## config.mk

```make
export PLATFORM = sky130hd
export DESIGN_NAME = rotated_span_rasterizer_top
export DESIGN_NICKNAME = d
export VERILOG_FILES = /design/src/sv/rsr_pkg.sv /design/src/sv/rsr_sqrt.sv /design/src/sv/rotated_span_rasterizer_top.sv
export VERILOG_INCLUDE_DIRS = /design/src /design/src/sv
export SDC_FILE = /design/constraint.sdc
export NUM_CORES = 1
export LEC_CHECK = 0
export BUFFER_PORTS_ARGS = -buffer_cell sky130_fd_sc_hd__buf_2
export CORE_UTILIZATION = 53
export DETAILED_ROUTE_END_ITERATION = 10
export PLACE_DENSITY = 0.72
export SYNTH_ARGS = -nofsm -noshare
export SYNTH_HDL_FRONTEND = slang
export SYNTH_HIERARCHICAL = 1
export SYNTH_SLANG_ARGS = --single-unit
```

## constraint.sdc

```tcl
create_clock -name clk -period 7.3 [get_ports clk]
set_clock_uncertainty 0.05 [all_clocks]
set_input_delay 1.46 -clock clk [delete_from_list [all_inputs] [get_ports clk]]
set_output_delay 1.46 -clock clk [all_outputs]
set_load 0.02 [all_outputs]
```

## src/sv/rotated_span_rasterizer_top_defines.svh

```systemverilog
// Assertion macros shared by the rasterizer RTL.
`ifndef ROTATED_SPAN_RASTERIZER_TOP_DEFINES_SVH
`define ROTATED_SPAN_RASTERIZER_TOP_DEFINES_SVH

// Same-cycle implication, checked on every rising edge outside reset.
`define RSR_ASSERT_SAME(lbl, ante, cons, msg) \
  lbl: assert property (@(posedge clk) disable iff (rst) (ante) |-> (cons)) \
    else $error(msg);

// Next-cycle implication, checked on every rising edge outside reset.
`define RSR_ASSERT_NEXT(lbl, ante, cons, msg) \
  lbl: assert property (@(posedge clk) disable iff (rst) (ante) |=> (cons)) \
    else $error(msg);

`endif

```

## src/sv/rsr_pkg.sv

```systemverilog
`timescale 1ns / 1ps

package rsr_pkg;

  // Screen and shape limits
  localparam int SCREEN_SIZE = 96;
  localparam int MAX_RADIUS  = 31;

  // Widths that follow from the limits
  localparam int RAD_W   = $clog2(MAX_RADIUS + 1);
  localparam int SQ_W    = 2 * RAD_W;
  localparam int BIT_W   = (RAD_W > 1) ? $clog2(RAD_W) : 1;
  localparam int COORD_W = 10;

  // Field widths
  localparam int POS_W   = 7;
  localparam int COUNT_W = 14;
  localparam int COLOR_W = 16;
  localparam int ROT_W   = 2;

  // Rotation codes
  localparam logic [ROT_W-1:0] ROT_0   = 2'd0;
  localparam logic [ROT_W-1:0] ROT_90  = 2'd1;
  localparam logic [ROT_W-1:0] ROT_180 = 2'd2;
  localparam logic [ROT_W-1:0] ROT_270 = 2'd3;

  // Shape kinds
  localparam logic KIND_RECT   = 1'b0;
  localparam logic KIND_CIRCLE = 1'b1;

  typedef enum logic [1:0] {
    ST_IDLE,
    ST_RAD,
    ST_ROOT,
    ST_EMIT
  } state_t;

  // Request to the square root unit
  typedef struct packed {
    logic            start;
    logic [SQ_W-1:0] radicand;
  } sqrt_req_t;

  // Answer from the square root unit
  typedef struct packed {
    logic             done;
    logic [RAD_W-1:0] root;
  } sqrt_rsp_t;

endpackage

```

## src/sv/rsr_sqrt.sv

```systemverilog
`timescale 1ns / 1ps

module rsr_sqrt (
  input  logic               clk,
  input  logic               rst,
  input  rsr_pkg::sqrt_req_t req,
  output rsr_pkg::sqrt_rsp_t rsp
);
  import rsr_pkg::*;

  logic             running;
  logic             done;
  logic [BIT_W-1:0] bit_idx;
  logic [SQ_W-1:0]  value;
  logic [RAD_W-1:0] root;
  logic [RAD_W-1:0] trial;
  logic [SQ_W-1:0]  trial_sq;
  logic             fits;

  // Try the current bit: one square and one compare per cycle
  always_comb begin
    trial    = root | (RAD_W'(1) << bit_idx);
    trial_sq = SQ_W'(trial) * SQ_W'(trial);
    fits     = (trial_sq <= value);
  end

  // Sequence one result bit per cycle, most significant first
  always_ff @(posedge clk) begin
    if (rst) begin
      running <= 1'b0;
      done    <= 1'b0;
    end else begin
      if (req.start) begin
        running <= 1'b1;
        done    <= 1'b0;
      end else if (running && (bit_idx == '0)) begin
        running <= 1'b0;
        done    <= 1'b1;
      end else begin
        done    <= 1'b0;
      end
    end
  end

  always_ff @(posedge clk) begin
    if (req.start) begin
      value   <= req.radicand;
      root    <= '0;
      bit_idx <= BIT_W'(RAD_W - 1);
    end else if (running) begin
      if (fits) begin
        root <= trial;
      end
      if (bit_idx != '0) begin
        bit_idx <= bit_idx - BIT_W'(1);
      end
    end
  end

  assign rsp.done = done;
  assign rsp.root = root;

endmodule

```

## src/sv/rotated_span_rasterizer_top.sv

```systemverilog
`timescale 1ns / 1ps
// Rotated span rasterizer: turns one shape request into panel window beats.
// Command channel: a request is taken on a rising edge with start high and
// busy low. A rectangle (kind 0) gives one beat, a filled circle (kind 1)
// gives one single-row beat per row, from row y_pos+r up to row y_pos-r,
// 2r+1 beats with the radius saturated to 31. Each beat sits on
// the result ports for one cycle with done high; last marks the final beat.
// The receiver cannot stall, so beats go out as soon as they are ready.
// Order: a rectangle request goes straight to the emit state, and busy drops
// in the same cycle that its beat reaches the ports. Each circle row forms the
// radicand r*r - i*i, runs the five-bit bit-serial square root (one trial
// square and compare per result bit), hands the root off to build the window
// and then registers the window onto the ports.
// Every window is clamped to the 96x96 screen and mapped through the rotation
// register; the user writes it with cfg_write/cfg_data while idle (not enforced).
// Reset returns the sequencer to idle, drops done and sets the rotation to
// two-seventy degrees.

`include "rotated_span_rasterizer_top_defines.svh"

module rotated_span_rasterizer_top (
  input  logic                           clk,
  input  logic                           rst,
  input  logic                           start,
  output logic                           busy,
  input  logic                           kind,
  input  logic [rsr_pkg::POS_W-1:0]      x_pos,
  input  logic [rsr_pkg::POS_W-1:0]      y_pos,
  input  logic [rsr_pkg::POS_W-1:0]      width_or_radius,
  input  logic [rsr_pkg::POS_W-1:0]      height,
  input  logic [rsr_pkg::COLOR_W-1:0]    color,
  input  logic                           cfg_write,
  input  logic [rsr_pkg::ROT_W-1:0]      cfg_data,
  output logic                           done,
  output logic [rsr_pkg::POS_W-1:0]      col_first,
  output logic [rsr_pkg::POS_W-1:0]      col_final,
  output logic [rsr_pkg::POS_W-1:0]      row_first,
  output logic [rsr_pkg::POS_W-1:0]      row_final,
  output logic [rsr_pkg::COUNT_W-1:0]    pixel_count,
  output logic [rsr_pkg::COLOR_W-1:0]    pixel_color,
  output logic                           off_screen,
  output logic                           last
);
  import rsr_pkg::*;

  localparam logic signed [COORD_W-1:0] S_MAX = COORD_W'(SCREEN_SIZE - 1);
  localparam logic [POS_W-1:0]          S_POS = POS_W'(SCREEN_SIZE - 1);

  state_t state, state_next;

  logic [ROT_W-1:0]          rotation;
  logic [POS_W-1:0]          x0, y0;
  logic [RAD_W-1:0]          radius;
  logic signed [RAD_W:0]     row_i;
  logic [COLOR_W-1:0]        fill;
  logic signed [COORD_W-1:0] wx1, wx2, wy1, wy2;
  logic                      w_nonempty, w_last;

  sqrt_req_t sqrt_req;
  sqrt_rsp_t sqrt_rsp;

  logic [RAD_W-1:0] row_abs;
  logic [RAD_W-1:0] rad_sat;

  // Clamp one bound to the screen
  function automatic logic [POS_W-1:0] clamp_axis(logic signed [COORD_W-1:0] v);
    logic [POS_W-1:0] c;
    if (v < 0) begin
      c = '0;
    end else if (v > S_MAX) begin
      c = S_POS;
    end else begin
      c = v[POS_W-1:0];
    end
    return c;
  endfunction

  rsr_sqrt u_sqrt (
    .clk (clk),
    .rst (rst),
    .req (sqrt_req),
    .rsp (sqrt_rsp)
  );

  assign busy    = (state != ST_IDLE);
  assign row_abs = (row_i < 0) ? RAD_W'(-row_i) : RAD_W'(row_i);
  assign rad_sat = (width_or_radius > POS_W'(MAX_RADIUS)) ? RAD_W'(MAX_RADIUS)
                                                          : RAD_W'(width_or_radius);

  // Sequencer: next state and square root request
  always_comb begin
    state_next        = state;
    sqrt_req.start    = 1'b0;
    sqrt_req.radicand = SQ_W'(radius) * SQ_W'(radius) - SQ_W'(row_abs) * SQ_W'(row_abs);
    case (state)
      ST_IDLE: begin
        if (start) begin
          state_next = (kind == KIND_RECT) ? ST_EMIT : ST_RAD;
        end
      end
      ST_RAD: begin
        sqrt_req.start = 1'b1;
        state_next     = ST_ROOT;
      end
      ST_ROOT: begin
        if (sqrt_rsp.done) begin
          state_next = ST_EMIT;
        end
      end
      ST_EMIT: begin
        state_next = w_last ? ST_IDLE : ST_RAD;
      end
      default: begin
        state_next = ST_IDLE;
      end
    endcase
  end

  always_ff @(posedge clk) begin
    if (rst) begin
      state <= ST_IDLE;
    end else begin
      state <= state_next;
    end
  end

  // Hold the rotation register
  always_ff @(posedge clk) begin
    if (rst) begin
      rotation <= ROT_270;
    end else if (cfg_write) begin
      rotation <= cfg_data;
    end
  end

  // Latch the request and build each unrotated window
  always_ff @(posedge clk) begin
    case (state)
      ST_IDLE: begin
        if (start) begin
          x0     <= x_pos;
          y0     <= y_pos;
          fill   <= color;
          radius <= rad_sat;
          row_i  <= -$signed({1'b0, rad_sat});
          wx1    <= $signed(COORD_W'(x_pos));
          wy1    <= $signed(COORD_W'(y_pos));
          wx2    <= (width_or_radius != '0)
                    ? $signed(COORD_W'(x_pos) + COORD_W'(width_or_radius) - COORD_W'(1))
                    : $signed(COORD_W'(x_pos));
          wy2    <= (height != '0)
                    ? $signed(COORD_W'(y_pos) + COORD_W'(height) - COORD_W'(1))
                    : $signed(COORD_W'(y_pos));
          w_nonempty <= (width_or_radius != '0) && (height != '0);
          w_last     <= 1'b1;
        end
      end
      ST_ROOT: begin
        if (sqrt_rsp.done) begin
          wx1 <= $signed(COORD_W'(x0)) - $signed(COORD_W'(sqrt_rsp.root));
          wx2 <= $signed(COORD_W'(x0)) + $signed(COORD_W'(sqrt_rsp.root));
          wy1 <= $signed(COORD_W'(y0)) - COORD_W'(row_i);
          wy2 <= $signed(COORD_W'(y0)) - COORD_W'(row_i);
          w_nonempty <= 1'b1;
          w_last     <= (row_i == $signed({1'b0, radius}));
        end
      end
      ST_EMIT: begin
        row_i <= row_i + $signed((RAD_W+1)'(1));
      end
      default: begin
      end
    endcase
  end

  // Clamp, count and rotate the current window
  logic [POS_W-1:0]   cx1, cx2, cy1, cy2;
  logic [POS_W:0]     span_x, span_y;
  logic               w_off, w_vis;
  logic [2*POS_W+1:0] area;
  logic [POS_W-1:0]   c1, c2, r1, r2;

  always_comb begin
    cx1    = clamp_axis(wx1);
    cx2    = clamp_axis(wx2);
    cy1    = clamp_axis(wy1);
    cy2    = clamp_axis(wy2);
    w_off  = (wx1 < 0) || (wx2 > S_MAX) || (wy1 < 0) || (wy2 > S_MAX);
    w_vis  = w_nonempty && (wx2 >= 0) && (wx1 <= S_MAX) && (wy2 >= 0) && (wy1 <= S_MAX);
    span_x = {1'b0, cx2} - {1'b0, cx1} + (POS_W+1)'(1);
    span_y = {1'b0, cy2} - {1'b0, cy1} + (POS_W+1)'(1);
    area   = (2*POS_W+2)'(span_x) * (2*POS_W+2)'(span_y);
    case (rotation)
      ROT_0: begin
        c1 = cx1;         c2 = cx2;         r1 = cy1;         r2 = cy2;
      end
      ROT_90: begin
        c1 = S_POS - cy2; c2 = S_POS - cy1; r1 = cx1;         r2 = cx2;
      end
      ROT_180: begin
        c1 = S_POS - cx2; c2 = S_POS - cx1; r1 = S_POS - cy2; r2 = S_POS - cy1;
      end
      default: begin
        c1 = cy1;         c2 = cy2;         r1 = S_POS - cx2; r2 = S_POS - cx1;
      end
    endcase
  end

  // Drive one result beat per window
  always_ff @(posedge clk) begin
    if (rst) begin
      done <= 1'b0;
    end else begin
      done <= (state == ST_EMIT);
    end
  end

  always_ff @(posedge clk) begin
    if (state == ST_EMIT) begin
      col_first   <= c1;
      col_final   <= c2;
      row_first   <= r1;
      row_final   <= r2;
      pixel_count <= w_vis ? area[COUNT_W-1:0] : '0;
      pixel_color <= fill;
      off_screen  <= w_off;
      last        <= w_last;
    end
  end

  // Checks on the sequencer and the result beats
  `RSR_ASSERT_NEXT(a_accept_busy, start && !busy, busy, "accepted request did not raise busy")
  `RSR_ASSERT_SAME(a_more_rows, done && !last, busy, "beat without last while sequencer idle")
  `RSR_ASSERT_NEXT(a_emit_done, state == ST_EMIT, done, "window built but no beat strobed")
  `RSR_ASSERT_SAME(a_ordered, done, (col_first <= col_final) && (row_first <= row_final),
                   "window bounds out of order")

endmodule
```

==> results of run 1 <==
[Yosys cell counts, types with 8 or more instances]
master	n
xor2_1	22
o21ai_0	41
mux4_2	8
fa_1	66
xnor2_1	49
a21oi_1	84
o21ai_1	10
nor3_1	14
and2_1	43
clkbuf_1	24
nor2b_1	38
mux2i_1	19
o21a_1	10
ha_1	160
a211oi_1	14
edfxtp_1	148
nand3_1	14
o21bai_1	13
dfxtp_1	15
nand2b_1	18
nand2_1	81
nor2_1	104
a21o_1	16
inv_1	230
[worst max-delay path, cell delays in order, from the launching register on]
cell,delay [ps]
edfxtp_1,420
a21oi_2,270
a21oi_1,200
ha_1,320
inv_1,40
ha_1,220
fa_1,430
a211oi_1,310
or4b_1,200
nand3_2,140
or2_1,270
fa_1,530
fa_1,520
fa_1,540
inv_1,50
fa_1,470
ha_1,260
or3_1,420
or2_1,240
o221ai_2,200
o21a_1,180
nand2_1,60
a211o_1,280
nand2_1,70
[timing repair]
item                                    CTS  global route
endpoints found under the setup margin    0             1
gates resized for setup                   0             3
hold buffers                              0             0
buffers inserted                          0             0
[cells by family after synthesis]
kind of cell               after synthesis  synth area share (%)
xor gates and xnor gates                71                  4.70
buffers and inverters                  263                  7.51
muxes                                   29                  2.97
DFF                                    163                  35.9
adders and majority gates              226                  25.1
AOI/OAI and AO/OA                      233                  11.3
and+or+nand+nor                        338                  12.5
[state kept, by name, indices dropped and copies added, names as in the netlist, 2 cells and up]
register / count
radius: 5
wy2: 9
y0: 7
row_first: 7
state: 2
pixel_color: 16
x0: 7
col_first: 7
row_final: 7
u_sqrt/bit_idx: 3
wy1: 9
row_i: 6
pixel_count: 14
wx1: 8
rotation: 2
u_sqrt/value: 10
col_final: 7
fill: 16
u_sqrt/root: 5
wx2: 9
[cell type report]
| cell class | count | area share, % |
|---|---|---|
| repair buffers | 118 | 4.11 |
| clock buffers | 17 | 2.88 |
| flip-flops and latches | 163 | 32.2 |
| well taps | 324 | 2.75 |
| inverters | 233 | 5.94 |
| multi-input cells | 897 | 51.1 |
| clock inverters | 15 | 1.03 |
[metrics by stage]
stage	hold slack (ps)	cells	utilization [%]
final	374	1767	60.5
after floorplan	350	1323	-
after detailed placement	355	1735	58.1
after global placement	351	1735	58.1
after global routing	382	1767	60.5
after CTS	375	1767	60.4
[how the worst max path moves through the flow]
stage,from,endpoint,slack [ps]
after global routing,wx2[6],pixel_count[13],70
after detailed placement,wx2[6],pixel_count[13],350
final,wy1[6],pixel_count[13],460
after floorplan,wy1[6],pixel_count[13],860
after CTS,wx2[6],pixel_count[13],340
after global placement,wx2[6],pixel_count[13],550
[routing by layer]
layer / vias to the layer above / share of wire, % / track usage (%)
li1: 4669 / - / -
met1: 4461 / 44 / 29.2
met2: 231 / 49 / 38.1
met3: 25 / 5.0 / 3.43
met4: 0 / 1.4 / 6.06
met5: - / 0 / 0
==> results.md, run 1 <==
* Clk buf depth at 2
* Vias per cell at 5.31
* Filler cells at 2075
* Routed Antenna Nets at 0
* Cell Area, Synth at 13200 um2
* Most frequent cells in the layout: 230 x inv_1, 158 x ha_1, 148 x edfxtp_1
* CTS buffer count at 17
* Die H at 160 um
* End of the worst register-to-register path: pixel_count[13]
* Post-route setup TNS at 0 ps
* Synthesized Nets at 1600
* Die width at 160 um
* FF/Latch Area at 4740 um2
* Cell taking the most area after synthesis: edfxtp_1
* Fin nets at 1707
* Final period util at 93.7%
* Synth area leaders: edfxtp_1 34%, ha_1 15%, fa_1 10%, inv_1 6.5%, xnor2_1 3.2%
* Initial DRC Count at 579
* I/O pins at 113
* Data required, critical path at 7550 ps
* Initial antenna violation count at 0
* R2r startpoint: wy1[6]
* Final Hold Violating Endpoints at 0
* EDFF count, synth at 148
* Largest net degree at the start of global routing at 74
* Final min period at 6840 ps
* DRT Wirelength at 27.3 mm
* Outcome: completed
* Setup violators final at 0
* Hold Path Sink: pixel_color[10]
* Synth Warn # at 6
* Post-route DRC at 0
* Vias in the first global route at 9377
* Starting Density at 54.3%
* First-pass GRT wire length at 45.2 mm
* Main flop type after synthesis: edfxtp_1
* Most common cell after layout, fill and taps aside: inv_1
* Worst-path clk slew at 70 ps
* Post-Place Worst Slack at 351 ps
* GP Congestion at 0.926
* Max Slew Vio Count at 0
* RSZ-0062 raised after global routing: no
* Vias at 9386
* Worst-Margin Slew at 1110 ps
* Final WS setup at 458 ps
* Worst EP arrival at 7100 ps
* Cell variety after synth at 71
* HP Start: fill[10]
* Crit path kind: reg2reg
* Sequential share of the synthesized area at 35.9%
* DRT Pass-1 Iters at 7
* Reg-to-reg slack, setup at 460 ps
* Ant. Diodes at 0
* MaxCap Viol Count at 0
* Die area at 25600 um2
* Placed Area at 14200 um2
* PortBufs at 112
* Cells on worst reg2reg path at 23
* CTS tree: built
* Seq cells post-synth at 163
* Cells after synthesis at 1323
* Relative slew margins at 25.8%
* GRT Total Usage at 22.2%
* Footprint of the multi-input gates at 7540 um2
* Synth async-reset ratio at 0%
* Root buf cell: clkbuf_16
* Core area at 24400 um2
* Later-pin clock latency in the skew report at 430 ps
* Max Freq at 146 MHz
* Layout cell share with drive strength beyond 1 at 12.8%
* Crit. End Element: flop
* Synth top area share at 33.6%
* Post-route cell area at 14800 um2
* Rows at 57
* Wire per inst at 15.5 um
* Area growth syn-to-layout at 11.5%
* HP Class: reg2reg
* Clk sinks at 163
* Critical Path Fanout Max at 6
* Crit path launch type: flop
* Hold depth at 0
* Syn Area/Cell at 10.0 um2
* Total grt overflow at 0
* Hpwl dp at 21.4 mm
* H-tree Lvls at 4
Power of run 1 is left out: the tool's default activity adds up to more than one toggle a clock period on the data nets, which glitch-free logic cannot reach.
==> run 2: changes to the inputs <==
--- a/config.mk
+++ b/config.mk
@@ -6,6 +6,7 @@
 export SDC_FILE = /design/constraint.sdc
 export NUM_CORES = 1
 export LEC_CHECK = 0
+export ABC_AREA = 1
 export BUFFER_PORTS_ARGS = -buffer_cell sky130_fd_sc_hd__buf_2
 export CORE_UTILIZATION = 53
 export DETAILED_ROUTE_END_ITERATION = 10
==> run 2 against run 1 <==
Against the previous run: final area grew 0.96%; register-to-register slack barely moved; routed wire length rose by 6.3%; count of clock-buffer cells in the layout increased by 2; non-clock buffer count fell by 3; utilization is 0.22 points higher; hold slack lost 13 ps; sequential cell count unchanged; critical path type unchanged.
==> results.md, run 2 <==
* Core area at 24500 um2
* CTS buffer count at 17
* Post-CTS Setup Bufs at 0
* Die area at 25900 um2
* Later-pin clock latency in the skew report at 430 ps
* GP Congestion at 0.911
* Hpwl dp at 23.0 mm
* Footprint of the multi-input gates at 7230 um2
* RSZ-0062 raised after global routing: no
* Hold Buf Count CTS at 0
* Post-layout util at 60.7%
* Main flop type after synthesis: edfxtp_1
* Total grt overflow at 0
* Synth Warn # at 6
* Crit. End Element: flop
* Max Freq at 146 MHz
* Cell taking the most area after synthesis: edfxtp_1
* Critical Path Fanout Max at 7
* Initial DRC Count at 626
* Post-route DRC at 0
* Sequential share of the synthesized area at 35.5%
* Setup violators final at 0
* Largest net degree at the start of global routing at 70
* Clk buf depth at 2
* Root buf cell: clkbuf_16
* Finished Layout Cells at 1993
* GRT Total Usage at 23.3%
* Crit path kind: reg2reg
* MaxCap Viol Count at 0
* Initial antenna violation count at 1
* Max incr delay on CP at 540 ps
* Final Hold Violating Endpoints at 0
* Synth area leaders: edfxtp_1 33%, ha_1 15%, fa_1 9.9%, inv_1 9.7%, nand2_1 7.7%
* Die width at 161 um
* DRT Wirelength at 29.0 mm
* Vias in the first global route at 10.2k
* Relative slew margins at 16.3%
* Synth top area share at 33.2%
* Worst-Margin Slew at 1240 ps
* CP max stage cell: fa_1
* DRT Pass-1 Iters at 6
* Seq cells post-synth at 163
* Synth async-reset ratio at 0%
* Starting Density at 54.5%
* Crit path launch type: flop
* Reg-to-reg slack, setup at 470 ps
* Most frequent CP cell: inv_1
* Dpl cells at 1961
* Final WS setup at 473 ps
* CP top delay family: adder cells
* Final period util at 93.5%
* HP Class: reg2reg
* List of most frequent post-synthesis cells: 344 x inv_1, 275 x nand2_1, 160 x ha_1
* H-tree Lvls at 4
* Rows at 57
* EDFF count, synth at 148
* Vias per cell at 5.22
* Largest regs: fill: 16 flops, pixel_color: 16 flops, pixel_count: 14 flops
* Wire per inst at 14.6 um
* Cells after synthesis at 1540
* Vias at 10.4k
* Cell Area, Synth at 13400 um2
* Worst-path clk slew at 70 ps
* Ant. Diodes at 0
* Die H at 161 um
* Most common cell after layout, fill and taps aside: inv_1
* Layout cell share with drive strength beyond 1 at 12.7%
* Post-Place Worst Slack at 582 ps
* Synthesized Nets at 1817
* First-pass GRT wire length at 48.1 mm
* Final min period at 6830 ps
* Fin nets at 1933
* Cell variety after synth at 53
* Post-route setup TNS at 0 ps
* Cts repair resizes at 0
* FF/Latch Area at 4740 um2
* Outcome: completed
* CP bufs+invs at 6
* Max Slew Vio Count at 0
* PortBufs at 112
* Most frequent cells in the layout: 344 x inv_1, 275 x nand2_1, 159 x ha_1
* Count leader, synth: inv_1
* I/O pins at 113
* CTS tree: built
* Filler cells at 2164
* Syn Area/Cell at 8.69 um2
* Clk sinks at 163
* Routed Antenna Nets at 0
* Area growth syn-to-layout at 11.3%
* Data required, critical path at 7430 ps
* Worst EP arrival at 6950 ps
[run 2: cell types whose count changed after synthesis, sizes merged, moves of 20 or more]
| cell | change |
|---|---|
| and2 | -42 |
| inv | +127 |
| nand2 | +211 |
| nand3 | +35 |
| nor2b | -38 |
| o21ai | +45 |
| o22ai | +20 |
| xnor2 | -43 |
[run 2: cell families (layout without fill, tap and decap cells)]
logic type	Yosys count	count (layout)	synth area share (%)
xor gates and xnor gates	32	32	2.10
buffers and inverters	378	507	10.7
adders and majority gates	226	226	24.8
DFF	163	163	35.5
AOI/OAI and AO/OA	256	256	10.9
and+or+nand+nor	485	485	16.0
[run 2: cell type report]
type	instances	share of cell area, %
Tap cell	324	2.72
Sequential cell	163	31.9
Clock buffer	19	2.97
Multi-Input combinational cell	999	48.5
Clock inverter	13	0.924
Inverter	360	9.07
Timing Repair Buffer	115	3.91
[run 2: worst paths after layout]
check / from / to / depth (start not counted)
max: wx1[8] / pixel_count[13] / 30
min: fill[14] / pixel_color[14] / 0
max reg2reg: wx1[8] / pixel_count[13] / 30
min reg2reg: fill[14] / pixel_color[14] / 0
[run 2: worst reg2reg max path: cells and delay by family, from the launching register on]
family                     cells  cell delay [ps]
adders and majority gates      8             3210
and+or+nand+nor               11             1090
AOI/OAI and AO/OA              4              880
DFF                            1              480
buffers and inverters          6              440
xor gates and xnor gates       1              410
[run 2: metal layers]
layer | share of wire, % | wire length, um | track usage (%) | vias up
li1 | - | - | - | 5223
met1 | 45 | 12900 | 30.5 | 4808
met2 | 47 | 13700 | 39.3 | 314
met3 | 6.0 | 1730 | 3.82 | 51
met4 | 2.4 | 701 | 7.89 | 0
met5 | 0 | 0 | 0 | -
[run 2: through the flow]
| step | hold slack [ps] | area (um2) |
|---|---|---|
| floorplan | 350 | 13400 |
| global placement | 350 | 14300 |
| detailed placement | 355 | 14300 |
| CTS | 362 | 14900 |
| global route | 368 | 14900 |
| finish | 360 | 14900 |
Power of run 2 is left out for the same reason.
==> run 3: changes to the inputs <==
--- a/config.mk
+++ b/config.mk
@@ -8,9 +8,9 @@
 export LEC_CHECK = 0
 export ABC_AREA = 1
 export BUFFER_PORTS_ARGS = -buffer_cell sky130_fd_sc_hd__buf_2
-export CORE_UTILIZATION = 53
+export CORE_UTILIZATION = 30
+export CTS_BUF_LIST = sky130_fd_sc_hd__clkbuf_8
 export DETAILED_ROUTE_END_ITERATION = 10
-export PLACE_DENSITY = 0.72
 export SYNTH_ARGS = -nofsm -noshare
 export SYNTH_HDL_FRONTEND = slang
 export SYNTH_HIERARCHICAL = 1
==> run 3 against run 2 <==
Against the previous run: critical path depth decreased by 1; utilization is 27 points lower; first-iteration DRC count up 11%; count of clock-buffer cells in the layout is 1 higher; via count up 0.87%; global-route usage shrank 8.4 points; non-clock buffer count up 1; largest cell class unchanged.
==> results.md, run 3 (synthesis gave the netlist of run 2 again) <==
* Cts repair resizes at 0
* Max Freq at 152 MHz
* Wire per inst at 14.5 um
* PortBufs at 112
* GRT Total Usage at 15.0%
* GP Congestion at 0.914
* Post-route setup TNS at 0 ps
* Clk sinks at 163
* Hpwl dp at 26.4 mm
* Most frequent cells in the layout: 344 x inv_1, 275 x nand2_1, 159 x ha_1
* CTS tree: built
* Die H at 213 um
* Layout cell share with drive strength beyond 1 at 12.8%
* Data required, critical path at 7510 ps
* Largest net degree at the start of global routing at 70
* Hold depth at 0
* Later-pin clock latency in the skew report at 500 ps
* Hold Buf Count CTS at 0
* Outcome: completed
* Vias in the first global route at 10.1k
* Total grt overflow at 0
* Die area at 45400 um2
* Post-CTS Setup Bufs at 0
* MaxCap Viol Count at 0
* Root buf cell: clkbuf_8
* Worst-Margin Slew at 1130 ps
* Final period util at 90.3%
* Worst Setup SP: wy1[7]
* Most common cell after layout, fill and taps aside: inv_1
* Cells on worst reg2reg path at 29
* Initial antenna violation count at 1
* Post-route DRC at 0
* Post-Place Worst Slack at 820 ps
* H-tree Lvls at 4
* HP Class: reg2reg
* First-pass GRT wire length at 52.6 mm
* Crit path kind: reg2reg
* DRT Pass-1 Iters at 8
* DRT Wirelength at 32.9 mm
* Core area at 44100 um2
* Max incr delay on CP at 540 ps
* Rows at 77
* Routed Antenna Nets at 0
* Vias at 10.5k
* Max Slew Vio Count at 0
* Dpl cells at 2230
* End of the worst register-to-register path: pixel_count[13]
* Vias per cell at 4.63
* R2r startpoint: wy1[7]
* Clk buf depth at 2
* Initial DRC Count at 695
* Crit path launch type: flop
* Post-layout util at 34.1%
* Worst EP arrival at 6800 ps
* Critical Path Fanout Max at 7
* Final WS setup at 710 ps
* Relative slew margins at 24.2%
* Final Hold Violating Endpoints at 0
* Reg-to-reg slack, setup at 710 ps
* CP max stage cell: fa_1
* Finished Layout Cells at 2263
* RSZ-0062 raised after global routing: no
* Starting Density at 30.3%
* Setup violators final at 0
* Worst-path clk slew at 100 ps
* Crit. End Element: flop
* CTS buffer count at 17
* I/O pins at 113
* Worst setup path endpoint: pixel_count[13]
* Largest regs: fill: 16 flops, pixel_color: 16 flops, pixel_count: 14 flops
* Area growth syn-to-layout at 12.3%
* Final min period at 6590 ps
* Fin nets at 1934
* Die width at 213 um
[run 3: layer usage]
layer  up-vias  global-route usage (%)  routed length (um)
li1       5222                       -                   -
met1      4941                    20.5               15700
met2       294                    23.7               14900
met3        29                    3.37                1830
met4         0                    3.89                 413
met5         -                       0                   0
[run 3: cell type report]
class | instances | area (um2)
antenna | 1 | 2.50
clock buffer | 20 | 275
clock inverter | 12 | 92.6
fill | 4604 | 29100
inverter | 360 | 1350
multi-input combinational | 999 | 7230
sequential | 163 | 4740
tap | 592 | 741
timing repair buffer | 116 | 591
[run 3: how the worst min path moves through the flow]
stage	start	endpoint
6_report	fill[9]	pixel_color[9]
5_1_grt	fill[9]	pixel_color[9]
4_1_cts	fill[9]	pixel_color[9]
3_5_place_dp	fill[14]	pixel_color[14]
3_3_place_gp	fill[12]	pixel_color[12]
2_1_floorplan	fill[0]	pixel_color[0]
[run 3: critical path: cells and delay by family, from the launching register on]
family | cells | cell delay (ps)
adder cells (fa/ha/maj) | 8 | 3280
AO/OA/AOI/OAI | 5 | 1020
AND/OR/NAND/NOR | 10 | 820
flip-flops | 1 | 440
buffers and inverters | 5 | 440
XOR/XNOR | 1 | 290
[run 3: metrics by stage]
stage          cell area, um2  hold slack (ps)
6_report                15000              372
5_1_grt                 15000              374
4_1_cts                 15000              370
3_5_place_dp            14700              356
3_3_place_gp            14700              350
2_1_floorplan           13400              350
Power of run 3 is left out for the same reason.
